**src/hdl/stcm_pkg.sv**
```systemverilog
// ----------------------------------------------------------------------------
// stcm_pkg
// shared widths, codes and types of the strip time coincidence matcher
// ----------------------------------------------------------------------------
package stcm_pkg;

    localparam int TIME_W   = 48;
    localparam int STRIP_W  = 8;
    localparam int ENERGY_W = 16;
    localparam int WINDOW_W = 32;
    localparam int DIFF_W   = 32;

    localparam int DEF_FRONT_DEPTH = 32;

    localparam logic [WINDOW_W-1:0] WINDOW_RESET = 32'd100;

    // action codes of an input word
    localparam logic ACT_FRONT = 1'b0;
    localparam logic ACT_BACK  = 1'b1;

    // one stored front hit
    typedef struct packed {
        logic                used;
        logic [TIME_W-1:0]   hit_time;
        logic [STRIP_W-1:0]  strip;
        logic [ENERGY_W-1:0] energy;
    } t_entry;

    // running best candidate of a scan
    typedef struct packed {
        logic                have;
        logic [TIME_W-1:0]   gap;
        logic [TIME_W-1:0]   hit_time;
        logic [STRIP_W-1:0]  strip;
        logic [ENERGY_W-1:0] energy;
    } t_best;

endpackage

```
**src/hdl/stcm_store.sv**
```systemverilog
// ----------------------------------------------------------------------------
// stcm_store
// front hit memory, one write and one registered read per cycle
// ----------------------------------------------------------------------------
module stcm_store #(
    parameter int FRONT_DEPTH = stcm_pkg::DEF_FRONT_DEPTH,
    parameter int IDX_W       = (FRONT_DEPTH > 1) ? $clog2(FRONT_DEPTH) : 1
) (
    input  logic             i_clk,
    input  logic             i_rst_n,
    input  logic             i_wr_en,
    input  logic [IDX_W-1:0] i_wr_addr,
    input  stcm_pkg::t_entry i_wr_data,
    input  logic             i_rd_en,
    input  logic [IDX_W-1:0] i_rd_addr,
    output stcm_pkg::t_entry o_rd_data,
    output logic             o_rd_valid,
    output logic [IDX_W-1:0] o_rd_idx
);

    stcm_pkg::t_entry r_mem [FRONT_DEPTH];
    stcm_pkg::t_entry r_rd_data;
    logic             r_rd_valid;
    logic [IDX_W-1:0] r_rd_idx;

    always_ff @(posedge i_clk) begin
        if (i_wr_en) begin
            r_mem[i_wr_addr] <= i_wr_data;
        end
        if (i_rd_en) begin
            r_rd_data <= r_mem[i_rd_addr];
        end
        r_rd_idx <= i_rd_addr;
    end

    always_ff @(posedge i_clk) begin
        if (!i_rst_n) begin
            r_rd_valid <= 1'b0;
        end else begin
            r_rd_valid <= i_rd_en;
        end
    end

    assign o_rd_data  = r_rd_data;
    assign o_rd_valid = r_rd_valid;
    assign o_rd_idx   = r_rd_idx;

endmodule

```
**src/hdl/stcm_best.sv**
```systemverilog
// ----------------------------------------------------------------------------
// stcm_best
// gap stage and running minimum over the words read during a scan
// ----------------------------------------------------------------------------
module stcm_best #(
    parameter int FRONT_DEPTH = stcm_pkg::DEF_FRONT_DEPTH,
    parameter int IDX_W       = (FRONT_DEPTH > 1) ? $clog2(FRONT_DEPTH) : 1
) (
    input  logic                        i_clk,
    input  logic                        i_rst_n,
    input  logic                        i_clear,
    input  logic                        i_rd_valid,
    input  logic [IDX_W-1:0]            i_rd_idx,
    input  stcm_pkg::t_entry            i_rd_entry,
    input  logic [stcm_pkg::TIME_W-1:0] i_back_time,
    output logic                        o_pend,
    output stcm_pkg::t_best             o_best,
    output logic [IDX_W-1:0]            o_best_idx
);

    logic                        r_g_valid;
    logic                        r_g_cand;
    logic [stcm_pkg::TIME_W-1:0] r_g_gap;
    logic [IDX_W-1:0]            r_g_idx;
    stcm_pkg::t_entry            r_g_entry;
    stcm_pkg::t_best             r_best;
    logic [IDX_W-1:0]            r_best_idx;
    logic [stcm_pkg::TIME_W-1:0] gap;
    logic                        take;

    assign gap = (i_rd_entry.hit_time >= i_back_time) ? i_rd_entry.hit_time - i_back_time
                                                      : i_back_time - i_rd_entry.hit_time;

    // strict compare keeps the earliest entry on equal gaps
    assign take = r_g_valid && r_g_cand && (!r_best.have || (r_g_gap < r_best.gap));

    always_ff @(posedge i_clk) begin
        r_g_gap   <= gap;
        r_g_idx   <= i_rd_idx;
        r_g_entry <= i_rd_entry;
        r_g_cand  <= !i_rd_entry.used;
        if (take) begin
            r_best_idx <= r_g_idx;
        end
    end

    always_ff @(posedge i_clk) begin
        if (!i_rst_n) begin
            r_g_valid   <= 1'b0;
            r_best.have <= 1'b0;
        end else begin
            r_g_valid <= i_rd_valid;
            if (i_clear) begin
                r_best.have <= 1'b0;
            end else if (take) begin
                r_best <= '{have: 1'b1, gap: r_g_gap, hit_time: r_g_entry.hit_time,
                            strip: r_g_entry.strip, energy: r_g_entry.energy};
            end
        end
    end

    assign o_pend     = r_g_valid;
    assign o_best     = r_best;
    assign o_best_idx = r_best_idx;

endmodule

```
**src/hdl/strip_time_coincidence_matcher.sv**
```systemverilog
// ----------------------------------------------------------------------------
// strip_time_coincidence_matcher
// pairs back strip hits with the nearest unused front hit of the event
// ----------------------------------------------------------------------------
// A front hit leaves busy low and the next word may follow at once. A back
// hit holds busy while the single read port of the front memory delivers
// one stored front per cycle into a two-stage compare and while that compare
// drains; there is no scan when the front store is empty. Its result is
// shown for exactly one cycle on o_strobe, in the cycle in which busy drops;
// the receiver cannot stall, so every strobe must be taken. The store needs
// no clearing pass after reset.
module strip_time_coincidence_matcher #(
    parameter int FRONT_DEPTH = stcm_pkg::DEF_FRONT_DEPTH
) (
    input  logic                                 i_clk,
    input  logic                                 i_rst_n,
    input  logic                                 start,
    output logic                                 busy,
    input  logic                                 i_action,
    input  logic                                 i_new_event,
    input  logic [stcm_pkg::TIME_W-1:0]          i_hit_time,
    input  logic [stcm_pkg::STRIP_W-1:0]         i_strip,
    input  logic [stcm_pkg::ENERGY_W-1:0]        i_energy,
    input  logic                                 i_cfg_valid,
    output logic                                 o_cfg_ready,
    input  logic [stcm_pkg::WINDOW_W-1:0]        i_cfg_data,
    output logic                                 o_strobe,
    output logic                                 o_matched,
    output logic [stcm_pkg::STRIP_W-1:0]         o_front_strip,
    output logic [stcm_pkg::STRIP_W-1:0]         o_back_strip,
    output logic [stcm_pkg::ENERGY_W-1:0]        o_front_energy,
    output logic [stcm_pkg::ENERGY_W-1:0]        o_back_energy,
    output logic signed [stcm_pkg::DIFF_W-1:0]   o_time_difference
);

    localparam int IDX_W = (FRONT_DEPTH > 1) ? $clog2(FRONT_DEPTH) : 1;
    localparam int CNT_W = $clog2(FRONT_DEPTH + 1);
    localparam int TW    = stcm_pkg::TIME_W;
    localparam int DW    = stcm_pkg::DIFF_W;

    typedef enum logic [1:0] {S_IDLE, S_SCAN, S_DRAIN} t_state;

    t_state                                r_state, n_state;
    logic [CNT_W-1:0]                      r_count, n_count;
    logic [IDX_W-1:0]                      r_addr, n_addr;
    logic [stcm_pkg::WINDOW_W-1:0]         r_window;
    logic [TW-1:0]                         r_back_time;
    logic [stcm_pkg::STRIP_W-1:0]          r_back_strip;
    logic [stcm_pkg::ENERGY_W-1:0]         r_back_energy;
    logic                                  r_strobe, n_strobe;
    logic                                  r_matched, n_matched;
    logic [stcm_pkg::STRIP_W-1:0]          r_front_strip, n_front_strip;
    logic [stcm_pkg::STRIP_W-1:0]          r_out_back_strip;
    logic [stcm_pkg::ENERGY_W-1:0]         r_front_energy, n_front_energy;
    logic [stcm_pkg::ENERGY_W-1:0]         r_out_back_energy;
    logic signed [DW-1:0]                  r_diff, n_diff;

    logic                                  accept;
    logic [CNT_W-1:0]                      eff_count;
    logic                                  wr_en;
    logic [IDX_W-1:0]                      wr_addr;
    stcm_pkg::t_entry                      wr_data;
    logic                                  rd_en;
    stcm_pkg::t_entry                      rd_data;
    logic                                  rd_valid;
    logic [IDX_W-1:0]                      rd_idx;
    logic                                  scan_clear;
    logic                                  pend;
    stcm_pkg::t_best                       best;
    logic [IDX_W-1:0]                      best_idx;
    logic                                  hit;
    logic signed [TW:0]                    diff_full;
    logic signed [DW-1:0]                  diff_sat;

    stcm_store #(
        .FRONT_DEPTH (FRONT_DEPTH),
        .IDX_W       (IDX_W)
    ) u_store (
        .i_clk      (i_clk),
        .i_rst_n    (i_rst_n),
        .i_wr_en    (wr_en),
        .i_wr_addr  (wr_addr),
        .i_wr_data  (wr_data),
        .i_rd_en    (rd_en),
        .i_rd_addr  (r_addr),
        .o_rd_data  (rd_data),
        .o_rd_valid (rd_valid),
        .o_rd_idx   (rd_idx)
    );

    stcm_best #(
        .FRONT_DEPTH (FRONT_DEPTH),
        .IDX_W       (IDX_W)
    ) u_best (
        .i_clk       (i_clk),
        .i_rst_n     (i_rst_n),
        .i_clear     (scan_clear),
        .i_rd_valid  (rd_valid),
        .i_rd_idx    (rd_idx),
        .i_rd_entry  (rd_data),
        .i_back_time (r_back_time),
        .o_pend      (pend),
        .o_best      (best),
        .o_best_idx  (best_idx)
    );

    assign accept    = start && !busy;
    assign eff_count = i_new_event ? '0 : r_count;

    assign hit = best.have && (best.gap < {{(TW - stcm_pkg::WINDOW_W){1'b0}}, r_window});

    // front minus back, clipped to the signed 32 bit range
    assign diff_full = $signed({1'b0, best.hit_time}) - $signed({1'b0, r_back_time});
    always_comb begin
        if (diff_full[TW:DW-1] == '0 || diff_full[TW:DW-1] == '1) begin
            diff_sat = diff_full[DW-1:0];
        end else if (diff_full[TW]) begin
            diff_sat = {1'b1, {(DW-1){1'b0}}};
        end else begin
            diff_sat = {1'b0, {(DW-1){1'b1}}};
        end
    end

    always_comb begin
        n_state        = r_state;
        n_count        = r_count;
        n_addr         = r_addr;
        n_strobe       = 1'b0;
        n_matched      = r_matched;
        n_front_strip  = r_front_strip;
        n_front_energy = r_front_energy;
        n_diff         = r_diff;
        wr_en          = 1'b0;
        wr_addr        = eff_count[IDX_W-1:0];
        wr_data        = '{used: 1'b0, hit_time: i_hit_time, strip: i_strip,
                           energy: i_energy};
        rd_en          = 1'b0;
        scan_clear     = 1'b0;
        unique case (r_state)
            S_IDLE: begin
                if (accept) begin
                    n_count = eff_count;
                    if (i_action == stcm_pkg::ACT_FRONT) begin
                        // full store drops the word
                        if (eff_count < CNT_W'(FRONT_DEPTH)) begin
                            wr_en   = 1'b1;
                            n_count = eff_count + 1'b1;
                        end
                    end else begin
                        scan_clear = 1'b1;
                        n_addr     = '0;
                        n_state    = (eff_count == '0) ? S_DRAIN : S_SCAN;
                    end
                end
            end
            S_SCAN: begin
                rd_en  = 1'b1;
                n_addr = r_addr + 1'b1;
                if (CNT_W'(r_addr) == r_count - 1'b1) begin
                    n_state = S_DRAIN;
                end
            end
            S_DRAIN: begin
                if (!rd_valid && !pend) begin
                    n_strobe       = 1'b1;
                    n_matched      = hit;
                    n_front_strip  = hit ? best.strip : '0;
                    n_front_energy = hit ? best.energy : '0;
                    n_diff         = hit ? diff_sat : '0;
                    if (hit) begin
                        wr_en   = 1'b1;
                        wr_addr = best_idx;
                        wr_data = '{used: 1'b1, hit_time: best.hit_time,
                                    strip: best.strip, energy: best.energy};
                    end
                    n_state = S_IDLE;
                end
            end
            default: begin
                n_state = S_IDLE;
            end
        endcase
    end

    always_ff @(posedge i_clk) begin
        if (!i_rst_n) begin
            r_state  <= S_IDLE;
            r_count  <= '0;
            r_addr   <= '0;
            r_window <= stcm_pkg::WINDOW_RESET;
            r_strobe <= 1'b0;
        end else begin
            r_state  <= n_state;
            r_count  <= n_count;
            r_addr   <= n_addr;
            r_strobe <= n_strobe;
            if (i_cfg_valid && o_cfg_ready) begin
                r_window <= i_cfg_data;
            end
        end
        if (accept && i_action == stcm_pkg::ACT_BACK) begin
            r_back_time   <= i_hit_time;
            r_back_strip  <= i_strip;
            r_back_energy <= i_energy;
        end
        r_matched      <= n_matched;
        r_front_strip  <= n_front_strip;
        r_front_energy <= n_front_energy;
        r_diff         <= n_diff;
        if (n_strobe) begin
            r_out_back_strip  <= r_back_strip;
            r_out_back_energy <= r_back_energy;
        end
    end

    assign busy              = (r_state != S_IDLE);
    assign o_cfg_ready       = 1'b1;
    assign o_strobe          = r_strobe;
    assign o_matched         = r_matched;
    assign o_front_strip     = r_front_strip;
    assign o_back_strip      = r_out_back_strip;
    assign o_front_energy    = r_front_energy;
    assign o_back_energy     = r_out_back_energy;
    assign o_time_difference = r_diff;

    // a result only ever closes a back hit scan
    a_strobe_after_busy: assert property (@(posedge i_clk) disable iff (!i_rst_n)
        o_strobe |-> $past(busy))
        else $error("result word without a preceding scan");

    a_unmatched_zero: assert property (@(posedge i_clk) disable iff (!i_rst_n)
        (o_strobe && !o_matched) |->
        (o_front_strip == '0 && o_front_energy == '0 && o_time_difference == '0))
        else $error("unmatched word carries front data");

    a_count_range: assert property (@(posedge i_clk) disable iff (!i_rst_n)
        r_count <= CNT_W'(FRONT_DEPTH))
        else $error("front count beyond store depth");

    a_no_write_in_scan: assert property (@(posedge i_clk) disable iff (!i_rst_n)
        (r_state == S_SCAN) |-> !wr_en)
        else $error("store written during a scan");

    a_busy_holds_count: assert property (@(posedge i_clk) disable iff (!i_rst_n)
        (busy && $past(busy)) |-> $stable(r_count))
        else $error("front count moved while busy");

endmodule
```
**config.mk**
```make
export PLATFORM = sky130hd
export DESIGN_NAME = strip_time_coincidence_matcher
export DESIGN_NICKNAME = d
export VERILOG_FILES = /design/src/hdl/stcm_pkg.sv /design/src/hdl/stcm_store.sv /design/src/hdl/stcm_best.sv /design/src/hdl/strip_time_coincidence_matcher.sv
export SDC_FILE = /design/constraint.sdc
export NUM_CORES = 2
export LEC_CHECK = 0
export ABC_CLOCK_PERIOD_IN_PS = 10930
export BUFFER_PORTS_ARGS = -buffer_cell sky130_fd_sc_hd__buf_4
export CAP_MARGIN = 20
export CORE_ASPECT_RATIO = 2
export CORE_MARGIN = 4
export CORE_UTILIZATION = 23
export DETAILED_ROUTE_END_ITERATION = 7
export GPL_TIMING_DRIVEN = 0
export PLACE_DENSITY_LB_ADDON = 0.1
export SLEW_MARGIN = 20
export SYNTH_ARGS = -nofsm -noshare
export SYNTH_HDL_FRONTEND = slang
export SYNTH_SLANG_ARGS = --single-unit
export TNS_END_PERCENT = 100
```
**constraint.sdc**
```tcl
create_clock -name i_clk -period 10.93 [get_ports i_clk]
set_input_delay 2.7325 -clock i_clk [delete_from_list [all_inputs] [get_ports i_clk]]
set_output_delay 2.7325 -clock i_clk [all_outputs]
set_load 0.02 [all_outputs]
```
==> impl_metrics.json <==
{
  "ys_seq_elements": 2867,
  "grt_use_met3_pct": 1.621,
  "pin_count": 194,
  "routabilityCongestion": 0.9810,
  "synthFlopType": "edfxtp_1",
  "synth_compound_area_share_pct": 3.454,
  "clk-insertion-delay-late_ns": 0.92,
  "use_met1_pct": 17.71,
  "track_usage_pct": 16.70,
  "cp.arrival_ns": 8.42,
  "period_share_pct": 70.07,
  "cts_hold_buf": 0,
  "drtPass1Iterations": 8,
  "synth_nets": 6343,
  "max_cap_viol_count": 0,
  "drv_slew": 0,
  "rows": 367,
  "grt_pass1_wl_um": 586500,
  "multi_input_area_um2": 29680,
  "fp.dieW_um": 508.9,
  "grt_pass1_vias": 66050,
  "remaining_drc_errors": 0,
  "totalWireLength_um": 437900,
  "core_um2": 499600,
  "synth-xor-area-share_pct": 0.6678,
  "area_growth_pct": 22.15,
  "fin_worst_skew_ns": 0.06543,
  "synth_top_family_by_area": "multiplexers",
  "total_leakage_power_nw": 45.19,
  "crit_slowest_cell": "nand4_1",
  "synth-edff-count": 2687,
  "drive_gt1_share_pct": 28.12,
  "antenna_found_initial": 23,
  "grt_overflow": 0,
  "synthMuxAreaShare_pct": 15.38,
  "max_stage_delay_ns": 0.86,
  "yosys.area.top_type_share_pct": 69.91,
  "cts_tree": "yes",
  "use_met2_pct": 33.39,
  "synth_fa_ha_area_share_pct": 2.491,
  "fin_crit_ns": 7.659,
  "stdcell_count": 13640,
  "yosys_warnings": 0,
  "vias_per_cell": 4.436,
  "dpl_cell_area_um2": 131200,
  "cts_setup_buffers": 0,
  "place_inst": 13090,
  "cp.required_ns": 11.69,
  "crit_path_end_kind": "flip-flop",
  "vias": 60520,
  "final.setup.tns_ns": 0,
  "power_mw": 23.33,
  "yosys.cell_types.count": 79,
  "syn_inst": 6005,
  "root_buffer": "clkbuf_16",
  "path_cells": "ha_1 > clkbuf_1 > nand4_1 > nor4_1 > nand3_1 > o211ai_1 > or3_1 > clkbuf_1 > buf_2 > buf_2 > mux2i_1 > nand2_1 > a31oi_1 > o211ai_1 > xor2_1",
  "synth_most_common_cell": "edfxtp_1",
  "async_flop_share_pct": 0,
  "hp-class": "reg -> reg",
  "status": "completed",
  "cts_buffer_depth": 4,
  "clk_pin_slew_ns": 0.07,
  "port_buffers": 190,
  "fin_area_um2": 141000,
  "yosys-top-cells-area": "edfxtp_1, mux4_2, dfxtp_1, ha_1, nand2_1",
  "syn_avg_cell_area_um2": 19.22,
  "slew_headroom_pct": 23.20,
  "register_area_um2": 84290,
  "n_fill_cell": 49850,
  "cts_buffers": 299,
  "drt_iter0_markers": 4352,
  "critPathKind": "reg -> reg",
  "yosysTopAreaCell": "edfxtp_1",
  "r2r_slack_ns": 3.27,
  "synthSimpleGateAreaFrac_pct": 3.296,
  "rsz0062_at_grt": "no",
  "busiest_layer": "met2",
  "h-tree-depth": 5,
  "ys_seq_area_share_pct": 73.03,
  "nets": 7093,
  "max_freq_mhz": 130.6,
  "setup_violations": 0,
  "worstMarginPinSlew_ns": 1.152,
  "cts.sinks": 2867,
  "die_area_um2": 513900,
  "vdd.ir_drop.worst_mv": 0.1123,
  "syn_area_um2": 115400,
  "die_h_um": 1010,
  "grt_max_degree": 46,
  "synth.top_cells.by_count": "edfxtp_1, mux4_2, nand2_1",
  "wire_per_inst_um": 32.10,
  "finalHoldViolations": 0,
  "ant_nets": 0,
  "hpwl_um": 323900,
  "p_per_area_nw_per_um2": 165.5,
  "initial_core_util_pct": 23.10,
  "start_kind": "flip-flop",
  "critPathMaxFanout": 10,
  "cts_resized": 0
}
==> through the flow <==
stage	hold slack, ns	util (%)	worst slack (ns)
floorplan	0.3096	-	2.383
global placement	0.3123	25.05	-14.96
detailed placement	0.3179	26.27	3.326
CTS	0.3268	28.19	3.298
global route	0.3354	28.22	3.287
finish	0.3248	28.22	3.272
==> final cells by class <==
cell class / count / area share [%]
Inverter: 219 / 0.5884
Buffer: 278 / 0.9096
Tap cell: 6642 / 5.894
Antenna cell: 4 / 0.007100
Multi-Input combinational cell: 2641 / 21.05
Timing Repair Buffer: 449 / 4.937
Clock inverter: 179 / 1.218
Clock buffer: 365 / 5.607
Sequential cell: 2867 / 59.79
==> registers in the layout, summed over array words and instances, names as in the netlist, 16 cells and up <==
signal and cells:
r_back_time 48, o_front_energy 16, u_best.o_best 121, u_best.r_g_gap 48, r_back_energy 16, o_time_difference 32
u_best.r_g_entry 72, u_store.o_rd_data 73, u_store.r_mem 2336, o_back_energy 16, r_window 32
==> worst paths after layout <==
kind	start	endpoint	cells past startpoint
hold reg to reg	u_store.o_rd_data[19]	u_best.r_g_entry[19]	0
hold / removal	u_store.o_rd_data[19]	u_best.r_g_entry[19]	0
setup reg to reg	u_store.o_rd_data[54]	u_best.r_g_gap[45]	15
setup / recovery	u_store.o_rd_data[54]	u_best.r_g_gap[45]	15
==> cell families after synthesis <==
family                     count (synthesis)
DFF                                     2867
muxes                                    852
and+or+nand+nor                          833
AOI/OAI and AO/OA                        639
buffers and inverters                    497
adders and majority gates                228
xor gates and xnor gates                  88
other                                      1
==> routing by layer <==
layer / vias up / share of wire, % / wire length (µm)
met3: 546 / 3.0 / 13080
met1: 32860 / 35 / 155300
li1: 25730 / - / -
met2: 1375 / 57 / 250900
met5: - / 0.0082 / 36
met4: 6 / 4.2 / 18610
==> power breakdown <==
part	switching [mW]	leakage, nW	internal (mW)
clock network	4.63	4.71	5.71
logic	0.611	14.7	0.277
registers	0.0351	25.7	12.1
total	5.28	45.2	18.1
==> cell usage in the layout (no fill, tap or decap), drive strengths merged, types with 180 or more instances in the layout <==
cell type	Yosys	routed
edfxtp	2687	2687
mux4	730	730
clkbuf	205	570
buf	73	522
nand2	381	381
inv	219	239
a21oi	226	226
ha	225	225
nor2	181	181
dfxtp	180	180
==> worst max-delay path, delay by kind of cell, from the launching register on <==
kind                       cells  cell delay [ns]
and+or+nand+nor                5             2.58
buffers and inverters          4             2.18
AOI/OAI and AO/OA              3             1.24
muxes                          1             0.57
DFF                            1             0.43
adders and majority gates      1             0.29
xor gates and xnor gates       1             0.17
No activity file was read; power rests on OpenSTA's default activity.
